`config.mk`:
```
export PLATFORM = sky130hd
export DESIGN_NAME = round_robin_task_scheduler
export DESIGN_NICKNAME = d
export VERILOG_FILES = /design/src/rtl/rrts_pkg.sv /design/src/rtl/round_robin_task_scheduler.sv /design/src/rtl/rrts_table.sv /design/src/rtl/rrts_ctrl.sv
export SDC_FILE = /design/constraint.sdc
export NUM_CORES = 1
export LEC_CHECK = 0
export ABC_CLOCK_PERIOD_IN_PS = 6400
export BUFFER_PORTS_ARGS = -buffer_cell sky130_fd_sc_hd__clkbuf_2
export CAP_MARGIN = 20
export CORE_MARGIN = 2
export CORE_UTILIZATION = 55
export DETAILED_ROUTE_END_ITERATION = 16
export HOLD_SLACK_MARGIN = 0.1
export MAX_ROUTING_LAYER = met4
export PLACE_DENSITY = 0.76
export SLEW_MARGIN = 20
export SYNTH_ARGS = -nofsm -noshare
export SYNTH_HDL_FRONTEND = slang
export SYNTH_SLANG_ARGS = --single-unit
```
`constraint.sdc`:
```
create_clock -name clk -period 6.4 [get_ports clk]
set_clock_uncertainty 0.15 [all_clocks]
set_input_delay 0.96 -clock clk [delete_from_list [all_inputs] [get_ports clk]]
set_output_delay 0.96 -clock clk [all_outputs]
set_load 0.02 [all_outputs]
```
`src/rtl/rrts_pkg.sv`:
```
// Shared types and constants for the round-robin task scheduler.
// Used by rrts_table, rrts_ctrl, round_robin_task_scheduler and rrts_checker.
package rrts_pkg;

	localparam int TASK_SLOTS_DEF = 8;
	localparam int DELAY_W        = 32;
	localparam int TICK_W         = 32;
	localparam int S_TDATA_W      = 32;
	localparam int S_TUSER_W      = 2;
	localparam int M_TDATA_W      = 48;

	typedef enum logic [1:0] {
		KIND_CREATE = 2'd0,
		KIND_TICK   = 2'd1,
		KIND_DELAY  = 2'd2,
		KIND_SCHED  = 2'd3
	} kind_t;

	typedef enum logic [1:0] {
		ST_READY   = 2'd0,
		ST_BLOCKED = 2'd1,
		ST_RUNNING = 2'd2
	} status_t;

	typedef enum logic [2:0] {
		OP_NONE,
		OP_CREATE,
		OP_TICK,
		OP_WRITE,
		OP_SET_STATUS
	} tbl_op_t;

	typedef struct packed {
		tbl_op_t op;
		status_t st;
	} tbl_cmd_t;

	typedef enum logic [2:0] {
		S_IDLE,
		S_CREATE,
		S_TICK,
		S_DELAY,
		S_RELEASE,
		S_SEARCH,
		S_OUT
	} state_t;

	typedef struct packed {
		logic [TICK_W-1:0] tick_count;
		logic [3:0]        task_total;
		logic              accepted;
		logic              idle;
		logic [2:0]        running_task;
	} res_t;

endpackage

```
`src/rtl/round_robin_task_scheduler.sv`:
```
// Round-robin task scheduler top level: stream ports, sequencer, task table
// and the result register. Depends on rrts_pkg, rrts_ctrl and rrts_table.
//
// Input channel (s_*): one transaction per command. s_tuser carries the
// command kind (create, tick, delay current task, schedule), s_tdata the
// delay amount. s_tready is high only while no command is in progress.
// Output channel (m_*): exactly one result transaction per command, giving
// the scheduler state after the command.
// The next command is taken only after the previous result has entered the
// result register. Tick and schedule walk the task table one slot per cycle
// through a single table port, tick also through one decrement/zero-test unit.
// Reset (arst_n low) clears the table to all ready, the task count and tick
// counter to zero, and marks the scheduler idle.
// When the receiver stalls, the result is held in the output register; the
// next command is still accepted, and its result waits until the register
// frees.
module round_robin_task_scheduler #(
	parameter int TASK_SLOTS = rrts_pkg::TASK_SLOTS_DEF
) (
	input  logic                           clk,
	input  logic                           arst_n,
	input  logic                           s_tvalid,
	output logic                           s_tready,
	input  logic [rrts_pkg::S_TDATA_W-1:0] s_tdata,  // [31:0] delay_amount
	input  logic [rrts_pkg::S_TUSER_W-1:0] s_tuser,  // [1:0] kind
	output logic                           m_tvalid,
	input  logic                           m_tready,
	// [2:0] running_task, [3] idle, [4] accepted, [8:5] task_total,
	// [40:9] tick_count, [47:41] zero
	output logic [rrts_pkg::M_TDATA_W-1:0] m_tdata
);

	localparam int IDX_W = $clog2(TASK_SLOTS);

	rrts_pkg::tbl_cmd_t           cmd;
	logic [IDX_W-1:0]             idx;
	logic [rrts_pkg::DELAY_W-1:0] wdata;
	rrts_pkg::status_t            rd_status;
	logic                         res_valid;
	logic                         res_ready;
	rrts_pkg::res_t               res;
	rrts_pkg::res_t               out_q;
	logic                         out_valid_q;

	rrts_ctrl #(
		.TASK_SLOTS(TASK_SLOTS)
	) u_ctrl (
		.clk      (clk),
		.arst_n   (arst_n),
		.in_valid (s_tvalid),
		.in_ready (s_tready),
		.in_kind  (rrts_pkg::kind_t'(s_tuser)),
		.in_amount(s_tdata),
		.cmd      (cmd),
		.idx      (idx),
		.wdata    (wdata),
		.rd_status(rd_status),
		.res_valid(res_valid),
		.res_ready(res_ready),
		.res      (res)
	);

	rrts_table #(
		.TASK_SLOTS(TASK_SLOTS)
	) u_table (
		.clk      (clk),
		.arst_n   (arst_n),
		.cmd      (cmd),
		.idx      (idx),
		.wdata    (wdata),
		.rd_status(rd_status)
	);

	assign res_ready = !out_valid_q || m_tready;

	always_ff @(posedge clk or negedge arst_n) begin
		if (!arst_n) begin
			out_valid_q <= 1'b0;
		end else if (res_ready) begin
			out_valid_q <= res_valid;
		end
	end

	always_ff @(posedge clk) begin
		if (res_valid && res_ready) begin
			out_q <= res;
		end
	end

	assign m_tvalid = out_valid_q;
	assign m_tdata  = {7'b0000000, out_q};

endmodule

```
`src/rtl/rrts_table.sv`:
```
// Task table: per-slot status and delay counter, with the shared
// decrement/zero-test unit used by the tick walk. Depends on rrts_pkg.
module rrts_table #(
	parameter int TASK_SLOTS = rrts_pkg::TASK_SLOTS_DEF
) (
	input  logic                         clk,
	input  logic                         arst_n,
	input  rrts_pkg::tbl_cmd_t           cmd,
	input  logic [$clog2(TASK_SLOTS)-1:0] idx,
	input  logic [rrts_pkg::DELAY_W-1:0] wdata,
	output rrts_pkg::status_t            rd_status
);

	rrts_pkg::status_t              status_q [TASK_SLOTS];
	logic [rrts_pkg::DELAY_W-1:0]   delay_q  [TASK_SLOTS];
	logic [rrts_pkg::DELAY_W-1:0]   dly_rd;
	logic [rrts_pkg::DELAY_W-1:0]   dly_dec;
	logic                           dly_nz;
	logic                           tick_hit;

	assign rd_status = status_q[idx];
	assign dly_rd    = delay_q[idx];
	assign dly_dec   = dly_rd - rrts_pkg::DELAY_W'(1);
	assign dly_nz    = (dly_rd != '0);
	assign tick_hit  = (cmd.op == rrts_pkg::OP_TICK) && (rd_status == rrts_pkg::ST_BLOCKED)
		&& dly_nz;

	always_ff @(posedge clk or negedge arst_n) begin
		if (!arst_n) begin
			for (int i = 0; i < TASK_SLOTS; i++) begin
				status_q[i] <= rrts_pkg::ST_READY;
			end
		end else begin
			case (cmd.op)
				rrts_pkg::OP_CREATE: begin
					status_q[idx] <= rrts_pkg::ST_READY;
				end
				rrts_pkg::OP_TICK: begin
					if (tick_hit && (dly_dec == '0)) begin
						status_q[idx] <= rrts_pkg::ST_READY;
					end
				end
				rrts_pkg::OP_WRITE, rrts_pkg::OP_SET_STATUS: begin
					status_q[idx] <= cmd.st;
				end
				default: begin
				end
			endcase
		end
	end

	always_ff @(posedge clk) begin
		case (cmd.op)
			rrts_pkg::OP_CREATE: begin
				delay_q[idx] <= '0;
			end
			rrts_pkg::OP_TICK: begin
				if (tick_hit) begin
					delay_q[idx] <= dly_dec;
				end
			end
			rrts_pkg::OP_WRITE: begin
				delay_q[idx] <= wdata;
			end
			default: begin
			end
		endcase
	end

endmodule

```
`src/rtl/rrts_ctrl.sv`:
```
// Sequencer for the scheduler: decodes each transaction, walks the task
// table one slot per cycle and holds the scalar state. Depends on rrts_pkg.
module rrts_ctrl #(
	parameter int TASK_SLOTS = rrts_pkg::TASK_SLOTS_DEF
) (
	input  logic                          clk,
	input  logic                          arst_n,
	input  logic                          in_valid,
	output logic                          in_ready,
	input  rrts_pkg::kind_t               in_kind,
	input  logic [rrts_pkg::DELAY_W-1:0]  in_amount,
	output rrts_pkg::tbl_cmd_t            cmd,
	output logic [$clog2(TASK_SLOTS)-1:0] idx,
	output logic [rrts_pkg::DELAY_W-1:0]  wdata,
	input  rrts_pkg::status_t             rd_status,
	output logic                          res_valid,
	input  logic                          res_ready,
	output rrts_pkg::res_t                res
);

	localparam int IDX_W = $clog2(TASK_SLOTS);
	localparam int CNT_W = $clog2(TASK_SLOTS + 1);

	rrts_pkg::state_t               state_q, state_n;
	rrts_pkg::kind_t                kind_q, kind_n;
	logic [rrts_pkg::DELAY_W-1:0]   amount_q, amount_n;
	logic [CNT_W-1:0]               num_q, num_n;
	logic [IDX_W-1:0]               cur_q, cur_n;
	logic                           idle_q, idle_n;
	logic [rrts_pkg::TICK_W-1:0]    ticks_q, ticks_n;
	logic [CNT_W-1:0]               ptr_q, ptr_n;
	logic [IDX_W-1:0]               pos_q, pos_n;
	logic [IDX_W-1:0]               cnt_q, cnt_n;
	logic                           acc_q, acc_n;

	logic                           cur_valid;
	logic [CNT_W-1:0]               cur_inc;
	logic [CNT_W-1:0]               pos_inc;
	logic [CNT_W-1:0]               cnt_inc;
	logic [IDX_W-1:0]               start_pos;
	logic [IDX_W-1:0]               pos_wrap;
	logic [IDX_W+2:0]               cur_wide;
	logic [CNT_W+3:0]               num_wide;

	assign cur_valid = !idle_q && (CNT_W'(cur_q) < num_q);
	assign cur_inc   = CNT_W'(cur_q) + CNT_W'(1);
	assign pos_inc   = CNT_W'(pos_q) + CNT_W'(1);
	assign cnt_inc   = CNT_W'(cnt_q) + CNT_W'(1);
	assign start_pos = (!cur_valid || (cur_inc == num_q)) ? '0 : cur_inc[IDX_W-1:0];
	assign pos_wrap  = (pos_inc == num_q) ? '0 : pos_inc[IDX_W-1:0];
	assign cur_wide  = {3'b000, cur_q};
	assign num_wide  = {4'b0000, num_q};

	assign res.running_task = idle_q ? 3'b000 : cur_wide[2:0];
	assign res.idle         = idle_q;
	assign res.accepted     = acc_q;
	assign res.task_total   = num_wide[3:0];
	assign res.tick_count   = ticks_q;

	always_ff @(posedge clk or negedge arst_n) begin
		if (!arst_n) begin
			state_q <= rrts_pkg::S_IDLE;
			num_q   <= '0;
			cur_q   <= '0;
			idle_q  <= 1'b1;
			ticks_q <= '0;
			ptr_q   <= '0;
			pos_q   <= '0;
			cnt_q   <= '0;
			acc_q   <= 1'b1;
			kind_q  <= rrts_pkg::KIND_CREATE;
		end else begin
			state_q <= state_n;
			num_q   <= num_n;
			cur_q   <= cur_n;
			idle_q  <= idle_n;
			ticks_q <= ticks_n;
			ptr_q   <= ptr_n;
			pos_q   <= pos_n;
			cnt_q   <= cnt_n;
			acc_q   <= acc_n;
			kind_q  <= kind_n;
		end
	end

	always_ff @(posedge clk) begin
		amount_q <= amount_n;
	end

	always_comb begin
		state_n   = state_q;
		kind_n    = kind_q;
		amount_n  = amount_q;
		num_n     = num_q;
		cur_n     = cur_q;
		idle_n    = idle_q;
		ticks_n   = ticks_q;
		ptr_n     = ptr_q;
		pos_n     = pos_q;
		cnt_n     = cnt_q;
		acc_n     = acc_q;
		cmd.op    = rrts_pkg::OP_NONE;
		cmd.st    = rrts_pkg::ST_READY;
		idx       = '0;
		wdata     = amount_q;
		in_ready  = 1'b0;
		res_valid = 1'b0;

		case (state_q)
			rrts_pkg::S_IDLE: begin
				in_ready = 1'b1;
				if (in_valid) begin
					kind_n   = in_kind;
					amount_n = in_amount;
					acc_n    = 1'b1;
					case (in_kind)
						rrts_pkg::KIND_CREATE: state_n = rrts_pkg::S_CREATE;
						rrts_pkg::KIND_TICK: begin
							ticks_n = ticks_q + rrts_pkg::TICK_W'(1);
							ptr_n   = '0;
							state_n = rrts_pkg::S_TICK;
						end
						rrts_pkg::KIND_DELAY: state_n = rrts_pkg::S_DELAY;
						default: state_n = rrts_pkg::S_RELEASE;
					endcase
				end
			end
			rrts_pkg::S_CREATE: begin
				idx = num_q[IDX_W-1:0];
				if (num_q == CNT_W'(TASK_SLOTS)) begin
					acc_n = 1'b0;
				end else begin
					cmd.op = rrts_pkg::OP_CREATE;
					num_n  = num_q + CNT_W'(1);
				end
				state_n = rrts_pkg::S_OUT;
			end
			rrts_pkg::S_TICK: begin
				idx = ptr_q[IDX_W-1:0];
				if (ptr_q == num_q) begin
					state_n = rrts_pkg::S_OUT;
				end else begin
					cmd.op = rrts_pkg::OP_TICK;
					ptr_n  = ptr_q + CNT_W'(1);
				end
			end
			rrts_pkg::S_DELAY: begin
				idx = cur_q;
				if (!cur_valid) begin
					acc_n = 1'b0;
				end else begin
					cmd.op = rrts_pkg::OP_WRITE;
					cmd.st = (amount_q == '0) ? rrts_pkg::ST_READY : rrts_pkg::ST_BLOCKED;
				end
				state_n = rrts_pkg::S_OUT;
			end
			rrts_pkg::S_RELEASE: begin
				idx = cur_q;
				if (cur_valid && (rd_status == rrts_pkg::ST_RUNNING)) begin
					cmd.op = rrts_pkg::OP_SET_STATUS;
					cmd.st = rrts_pkg::ST_READY;
				end
				if (num_q == '0) begin
					idle_n  = 1'b1;
					state_n = rrts_pkg::S_OUT;
				end else begin
					pos_n   = start_pos;
					cnt_n   = '0;
					state_n = rrts_pkg::S_SEARCH;
				end
			end
			rrts_pkg::S_SEARCH: begin
				idx = pos_q;
				if (rd_status == rrts_pkg::ST_READY) begin
					cmd.op  = rrts_pkg::OP_SET_STATUS;
					cmd.st  = rrts_pkg::ST_RUNNING;
					cur_n   = pos_q;
					idle_n  = 1'b0;
					state_n = rrts_pkg::S_OUT;
				end else begin
					pos_n = pos_wrap;
					cnt_n = cnt_inc[IDX_W-1:0];
					if (cnt_inc == num_q) begin
						idle_n  = 1'b1;
						state_n = rrts_pkg::S_OUT;
					end
				end
			end
			rrts_pkg::S_OUT: begin
				res_valid = 1'b1;
				if (res_ready) begin
					state_n = rrts_pkg::S_IDLE;
				end
			end
			default: begin
				state_n = rrts_pkg::S_IDLE;
			end
		endcase
	end

endmodule

```
# After elaboration in Yosys (flattened, before gate mapping)
# Memory sizes are Yosys's and may differ from the RTL's.
# Cells that the tools add are included.
[word_totals]
reg_bits = 144
mem_bits_rw = 256
input_bits = 38
elab_cells = 164
n_memories = 1
[mem_list]
columns = ["memory", "depth", "width", "rd", "rd_ports_with_merged_regs", "write_ports", "line", "text"]
rows = [
  ["u_table.delay_q", 8, 32, 1, 0, 1, "rrts_table.sv:15", "logic [rrts_pkg::DELAY_W-1:0] delay_q [TASK_SLOTS];"],
]
[classes]
addsub = 7
order_cmp = 3
eq_ne = 31
n_mux = 56
bitwise_logic = 6
n_reduce_logical = 36
[op_table]
columns = ["cell", "n"]
rows = [
  ["$logic_not 32->1", 2],
  ["$mux 32", 2],
  ["$pmux 16 s3", 1],
  ["$mux 3", 11],
  ["$add 32x1->32 const B", 1],
  ["$reduce_bool 32->1", 1],
  ["$sub 32x1->32 const B", 1],
  ["$pmux 3 s6", 1],
  ["$mux 1", 17],
  ["$and 16x16->16", 1],
  ["$bwmux 16", 1],
  ["$eq 4x4->1", 4],
  ["$mux 16", 1],
  ["$mux 4", 4],
  ["$ne 2x2->1 const B", 8],
  ["$not 16->16", 1],
  ["$pmux 3 s5", 1],
  ["$add 3x1->4 const B", 3],
  ["$eq 3x2->1 const B", 4],
  ["$eq 3x3->1 const B", 4],
  ["$pmux 3 s2", 2],
  ["$pmux 3 s4", 1],
  ["$reduce_and 4->1", 3],
  ["$mux 2", 5],
  ["other kinds (32)", 59],
]

# Depth between registers and ports, before layout
[logic_depth]
ltp_word = 19
ltp_mapped = 19

# Hierarchy
# A second synthesis with hierarchy kept.
[hier_totals]
hier_cells = 1103
hier_area_um2 = 17541.8
[by_module_without_submodules]
columns = ["mod", "n_inst", "cells_per_inst", "area_each_um2", "seq_area_each_um2"]
rows = [
  ["rrts_table", 1, 688, 11957.7, 8087.8],
  ["rrts_ctrl", 1, 362, 4242.8, 2314.7],
  ["round_robin_task_scheduler", 1, 53, 1341.3, 1256.2],
]

# Worst setup path after synthesis
# Ideal clock, no wire load.
[synth_path]
path_type = "reg2reg"
startpoint = "reg u_ctrl.state_q[0]"
endpoint = "mem u_table.delay_q[2][0] in the netlist's numbering, enable pin"
t_arrival_ps = 6034
required_ps = 5789
path_slack_ps = -245
path_stages_with_launch = 17
path_cell_list = "dfrtp_1 > buf_4 > and3b_1 > buf_2 > a211oi_1 > buf_2 > buf_1 > nand3_1 > a21oi_1 > a2111oi_2 > ha_1 > nand3_1 > nor2_1 > and3_1 > a31oi_1 > nor3_1 > nor3_1"
[synth_via]
elab_chain_len = 19
[synth_lines]
columns = ["element", "line", "text"]
rows = [
  ["from (decl)", "rrts_ctrl.sv:24", "rrts_pkg::state_t state_q, state_n;"],
  ["from (signal assigned)", "rrts_ctrl.sv:62", "state_q <= rrts_pkg::S_IDLE;"],
  ["from (signal assigned)", "rrts_ctrl.sv:73", "state_q <= state_n;"],
  ["$eq 3x2->1 / $eq 3x3->1 (equally long branches)", "rrts_ctrl.sv:109", "case (state_q)"],
  ["$reduce_or 2->1 (no line)", "--", ""],
  ["$pmux 3 s4", "rrts_ctrl.sv:109", ""],
  ["$not 3->4 (implied by the code)", "rrts_table.sv:21", "assign rd_status = status_q[idx];"],
  ["$bmux 2 s3", "rrts_table.sv:21", ""],
  ["$mux 2 (implied by the code) (2 in a row)", "rrts_table.sv:21", ""],
  ["$eq 2x2->1", "rrts_ctrl.sv:159", "if (cur_valid && (rd_status == rrts_pkg::ST_RUNNING)) begin"],
  ["$logic_and 1x1->1", "rrts_ctrl.sv:159", ""],
  ["$mux 5", "rrts_ctrl.sv:159", ""],
  ["$pmux 3 s5", "rrts_ctrl.sv:109", ""],
  ["$eq 3x2->1", "rrts_table.sv:25, rrts_table.sv:53", ""],
  ["$logic_and 1x1->1", "rrts_table.sv:25", "assign tick_hit = (cmd.op == rrts_pkg::OP_TICK) && (rd_status == rrts_pkg::ST_BLOCKED)"],
  ["$logic_and 1x1->1", "rrts_table.sv:26", "&& dly_nz;"],
  ["$mux 1", "rrts_table.sv:58", "if (tick_hit) begin"],
  ["$mux 1", "rrts_table.sv:53", "case (cmd.op)"],
  ["$mux 1 (implied by the code)", "rrts_table.sv:59", "delay_q[idx] <= dly_dec;"],
  ["$or 1x1->1 (no line) (2 in a row)", "--", ""],
  ["to (decl)", "rrts_table.sv:15", ""],
]
# Several ways; a longest one is shown, not always the timed one. The select of a mux whose other input is x is not followed.

# Final worst setup path
[layout_path]
startpoint = "reg u_ctrl.state_q[2]"
endpoint = "reg u_table.status_q[3] in the netlist's numbering"
[layout_via]
elab_chain_len = 17
[layout_lines]
columns = ["element", "line", "text"]
rows = [
  ["branches (longest 17 deep; another with $mem_v2 8x32)", "--", ""],
  ["to (signal, indexed assignment)", "rrts_table.sv:31", "status_q[i] <= rrts_pkg::ST_READY;"],
  ["to (signal, indexed assignment)", "rrts_table.sv:40", "status_q[idx] <= rrts_pkg::ST_READY;"],
  ["to (signal, indexed assignment)", "rrts_table.sv:44", "status_q[idx] <= cmd.st;"],
  ["to (decl)", "rrts_table.sv:14", "rrts_pkg::status_t status_q [TASK_SLOTS];"],
]
# Several ways; the timed one is not identified. The select of a mux whose other input is x is not followed.
# A chain may end at the register's enable or synchronous reset.

==> out/metrics.yaml <==
run_status:
  status: "finished clean"
yosys:
  syn_inst: 1359
  synth.distinct_cells: 90
  synth_flop_cell: "sky130_fd_sc_hd__edfxtp_1"
  synth_warnings: 0
  ys_top_cells_by_area: "sky130_fd_sc_hd__edfxtp_1, sky130_fd_sc_hd__dfrtp_1, sky130_fd_sc_hd__o21ai_0"
  ys_async_sr_fraction: 0.178
  fraction_of_post_synthesis_cell_area_in_the_top_cell_type_by_area: 0.556
  synth_enable_flop_cells: 329
  yosysSeqAreaShare: 0.656
  yosys_top_cell_by_area: "sky130_fd_sc_hd__edfxtp_1"
  syn-cell-area_um2: 17800
  post_synth.cell_area_avg_um2: 13.1
  synth.ff_latch_count: 400
placement:
  dp_cells: 1851
  place.detailed.hpwl_mm: 27.3
  place_ws_ns: 0.223
  buffer_ports.inserted: 80
  gp_congestion: 0.939
  placedInstanceArea_um2: 19100
critical_path:
  timing.critical_path.to_type: "register"
  worstPathCellList: "buf_4 -> nor4bb_1 -> buf_4 -> a211o_2 -> nor2_4 -> mux4_2 -> a222oi_1 -> o21ai_1 -> or4_1 -> or3_1 -> or4_1 -> or4_4 -> o31ai_4 -> buf_12 -> nand3_2 -> mux2_1"
  worst-setup-path-type: "register to register"
  timing.critical_path.fanout_max: 15
  timing.critical_path.required_ns: 6.67
  setup.worst_path.start_class: "register"
  path_delay_family: "simple AND/OR/NAND/NOR gates"
  cp_slowest_stage_delay_ns: 0.59
  worstPathArrival_ns: 6.35
  path_buf_inv: 3
  slowest_cell_on_the_critical_path: "sky130_fd_sc_hd__a222oi_1"
timing:
  min_period_ns: 6.08
  tightest_slew_ns: 1.02
  slew_violations: 0
  timing.slew.headroom: 0.319
  maxClockFrequency_mhz: 165
  setup_repair_after_global_routing_missed_its_margin: "false"
  final-setup-viol-count: 0
  final_hold_violation_count: 0
  layout_worst_path_cycle_share: 0.950
  final_critical_path_setup_slack_ns: 0.322
global_route:
  grt_antenna_before_repair: 0
  grt_usage: 0.269
  maximum_number_of_pins_on_one_net_before_global_route_repair: 87
  gr-total-overflow: 0
  grt_pass1_vias: 12100
  grt_first_pass_wirelength_mm: 68.2
clock_tree:
  numClockSinks: 400
  htree_levels: 2
  cts_made_buffers: 42
  post_cts_hold_buffer_count: 0
  clk_root_buffer_cell: "sky130_fd_sc_hd__clkbuf_16"
  clk_transition_reported_paths_ns: 0.06
  tritoncts: "yes"
  clkLatencyLatePin_ns: 0.55
  cts-root-to-sink-buffers: 3
floorplanning:
  floorplan.core_area_um2: 31600
  dieArea_um2: 33700
  ios: 88
  die_height_um: 184
  initial_core_util: 0.561
  die-width_um: 184
  fp-row-count: 65
run:
  max-cap-violations: 0
routing:
  dr_total_vias: 12366
  post_drt_wl_per_cell_um: 22.8
  routed_wl_mm: 44.1
  vias_per_cell: 6.40
  dr.pass1.iters: 5
  post-route-drc-count: 0
  ant_nets: 0
  detailedRoute.firstIterationViolations: 1191
final_layout:
  layout.cells.non_filler: 1933
  syn_to_final_growth_pct: 15.4
  antenna_cells_inserted: 0
  finish.instance_area_um2: 20500
  drive_above_1_share: 0.210
  num-nets-final: 1553
power:
  total_power_mw: 8.63
  ir_worst_vdd_mv: 0.278
  cellPowerDensity_nw_per_um2: 421
  leakage_power_nw: 7.33
min_path:
  class_of_the_tightest_hold_or_removal_check: "register to register"
synth_stat cells, types with 19 or more instances:
master                     count
sky130_fd_sc_hd__nand4_1      19
sky130_fd_sc_hd__o21ai_0     120
sky130_fd_sc_hd__nor2_1       35
sky130_fd_sc_hd__a21oi_1     107
sky130_fd_sc_hd__nand3_1     117
sky130_fd_sc_hd__edfxtp_1    329
sky130_fd_sc_hd__buf_2        19
sky130_fd_sc_hd__clkbuf_1     41
sky130_fd_sc_hd__nor4_1       25
sky130_fd_sc_hd__xor2_1       31
sky130_fd_sc_hd__dfrtp_1      69
sky130_fd_sc_hd__nand2_1      97
sky130_fd_sc_hd__nor3_1       20
sky130_fd_sc_hd__mux2_2       22
sky130_fd_sc_hd__xnor2_1      46
state kept, by name (all words and copies together) (netlist names), 3 cells and up:
signal,flops
u_ctrl.cur_q,3
u_ctrl.state_q,3
u_ctrl.ptr_q,4
u_ctrl.pos_q,3
u_ctrl.cnt_q,3
u_ctrl.num_q,4
m_tdata,41
u_table.status_q,16
u_table.delay_q,256
u_ctrl.ticks_q,32
u_ctrl.wdata,32
through the flow:
stage               utilization  TNS, ns  hold WS (ns)
global placement          0.604        0         0.309
finish                    0.648        0         0.315
global route              0.648        0         0.347
CTS                       0.645        0         0.321
detailed placement        0.604        0         0.312
floorplan                     -   -39.18         0.270
worst register-to-register path, delay by kind of cell (launching register included):
family | cells | cell delay (ns)
mux | 2 | 0.89
buf+inv | 3 | 0.55
compound gates | 4 | 1.45
simple gates | 7 | 2.35
flops | 1 | 0.58
final cells by class:
cell class	count	area, µm²
clock buffers	53	1120
clock inverters	23	189
inverters	18	67.6
repair buffers	172	1180
flip-flops and latches	400	11700
fillers	2290	11100
well taps	402	503
multi-input cells	865	5780
path summary, 6_finish.rpt:
kind,startpoint,endpoint,slack [ns],cells after the start
worst min register to register,u_ctrl.ticks_q[31],u_ctrl.ticks_q[31],0.32,1
worst max register to register,u_ctrl.state_q[2],u_table.status_q[3],0.32,16
worst min-delay path,u_ctrl.ticks_q[31],u_ctrl.ticks_q[31],0.32,1
worst max-delay path,u_ctrl.state_q[2],u_table.status_q[3],0.32,16
min in group asynchronous,arst_n,u_ctrl.ticks_q[5],0.49,2
max in group asynchronous,arst_n,u_table.status_q[14],5.03,2
cell families (layout without fill, tap and decap cells):
group,Yosys count,in the layout,share of synthesized area
buffers and inverters,100,266,0.0269
multiplexers,39,39,0.0254
flip-flops,400,400,0.656
AND/OR/NAND/NOR,391,391,0.117
adder cells (fa/ha/maj),16,16,0.0113
AO/OA/AOI/OAI,335,335,0.125
XOR/XNOR,77,77,0.0380
other,1,7,0.000211
layout by cell type, fill, tap and decap left out, types with 4 or more instances in the layout:
cell,n
sky130_fd_sc_hd__mux2_1,12
sky130_fd_sc_hd__a2111oi_2,11
sky130_fd_sc_hd__a21oi_1,107
sky130_fd_sc_hd__clkbuf_1,9
sky130_fd_sc_hd__inv_1,18
sky130_fd_sc_hd__o21ai_1,4
sky130_fd_sc_hd__nand2_1,97
sky130_fd_sc_hd__xor2_1,31
sky130_fd_sc_hd__a22oi_1,10
sky130_fd_sc_hd__nand4_1,19
sky130_fd_sc_hd__nor3_2,8
sky130_fd_sc_hd__mux2_2,22
sky130_fd_sc_hd__o21ai_0,119
sky130_fd_sc_hd__nand3_2,4
sky130_fd_sc_hd__xnor2_1,46
sky130_fd_sc_hd__nor2_4,5
sky130_fd_sc_hd__clkinv_1,6
sky130_fd_sc_hd__buf_12,7
sky130_fd_sc_hd__a22o_1,14
sky130_fd_sc_hd__nor2_1,31
sky130_fd_sc_hd__nor3_1,13
sky130_fd_sc_hd__clkbuf_16,43
sky130_fd_sc_hd__nor2b_1,10
sky130_fd_sc_hd__ha_1,16
sky130_fd_sc_hd__or3_1,5
sky130_fd_sc_hd__nor4_1,25
sky130_fd_sc_hd__a31oi_1,8
sky130_fd_sc_hd__and3_1,10
sky130_fd_sc_hd__edfxtp_1,329
sky130_fd_sc_hd__buf_4,85
sky130_fd_sc_hd__clkbuf_2,79
sky130_fd_sc_hd__nand3b_1,7
sky130_fd_sc_hd__o2bb2ai_1,6
sky130_fd_sc_hd__dfrtp_1,69
sky130_fd_sc_hd__or2_2,4
sky130_fd_sc_hd__clkinv_2,9
sky130_fd_sc_hd__nand2b_1,5
sky130_fd_sc_hd__conb_1,7
sky130_fd_sc_hd__nand3_1,117
where the power goes:
group          internal (mW)  total [mW]  switching [mW]  leakage (nW)
logic                   1.15        3.05            1.90          2.94
clock network           1.33        2.33           0.998         0.644
registers               3.11        3.25           0.142          3.74
total                   5.59        8.63            3.04          7.33
repair_timing:
action,4_1_cts,5_1_grt
setup endpoints to repair,0,16
resized for setup,0,2
setup buffers,0,6
layer usage:
metal | share of wire | global-route usage
met5 | 0 | -
met4 | 0.032 | 0.0934
met3 | 0.087 | 0.0378
met2 | 0.49 | 0.437
met1 | 0.39 | 0.351
(Power assumes the default switching activity.)
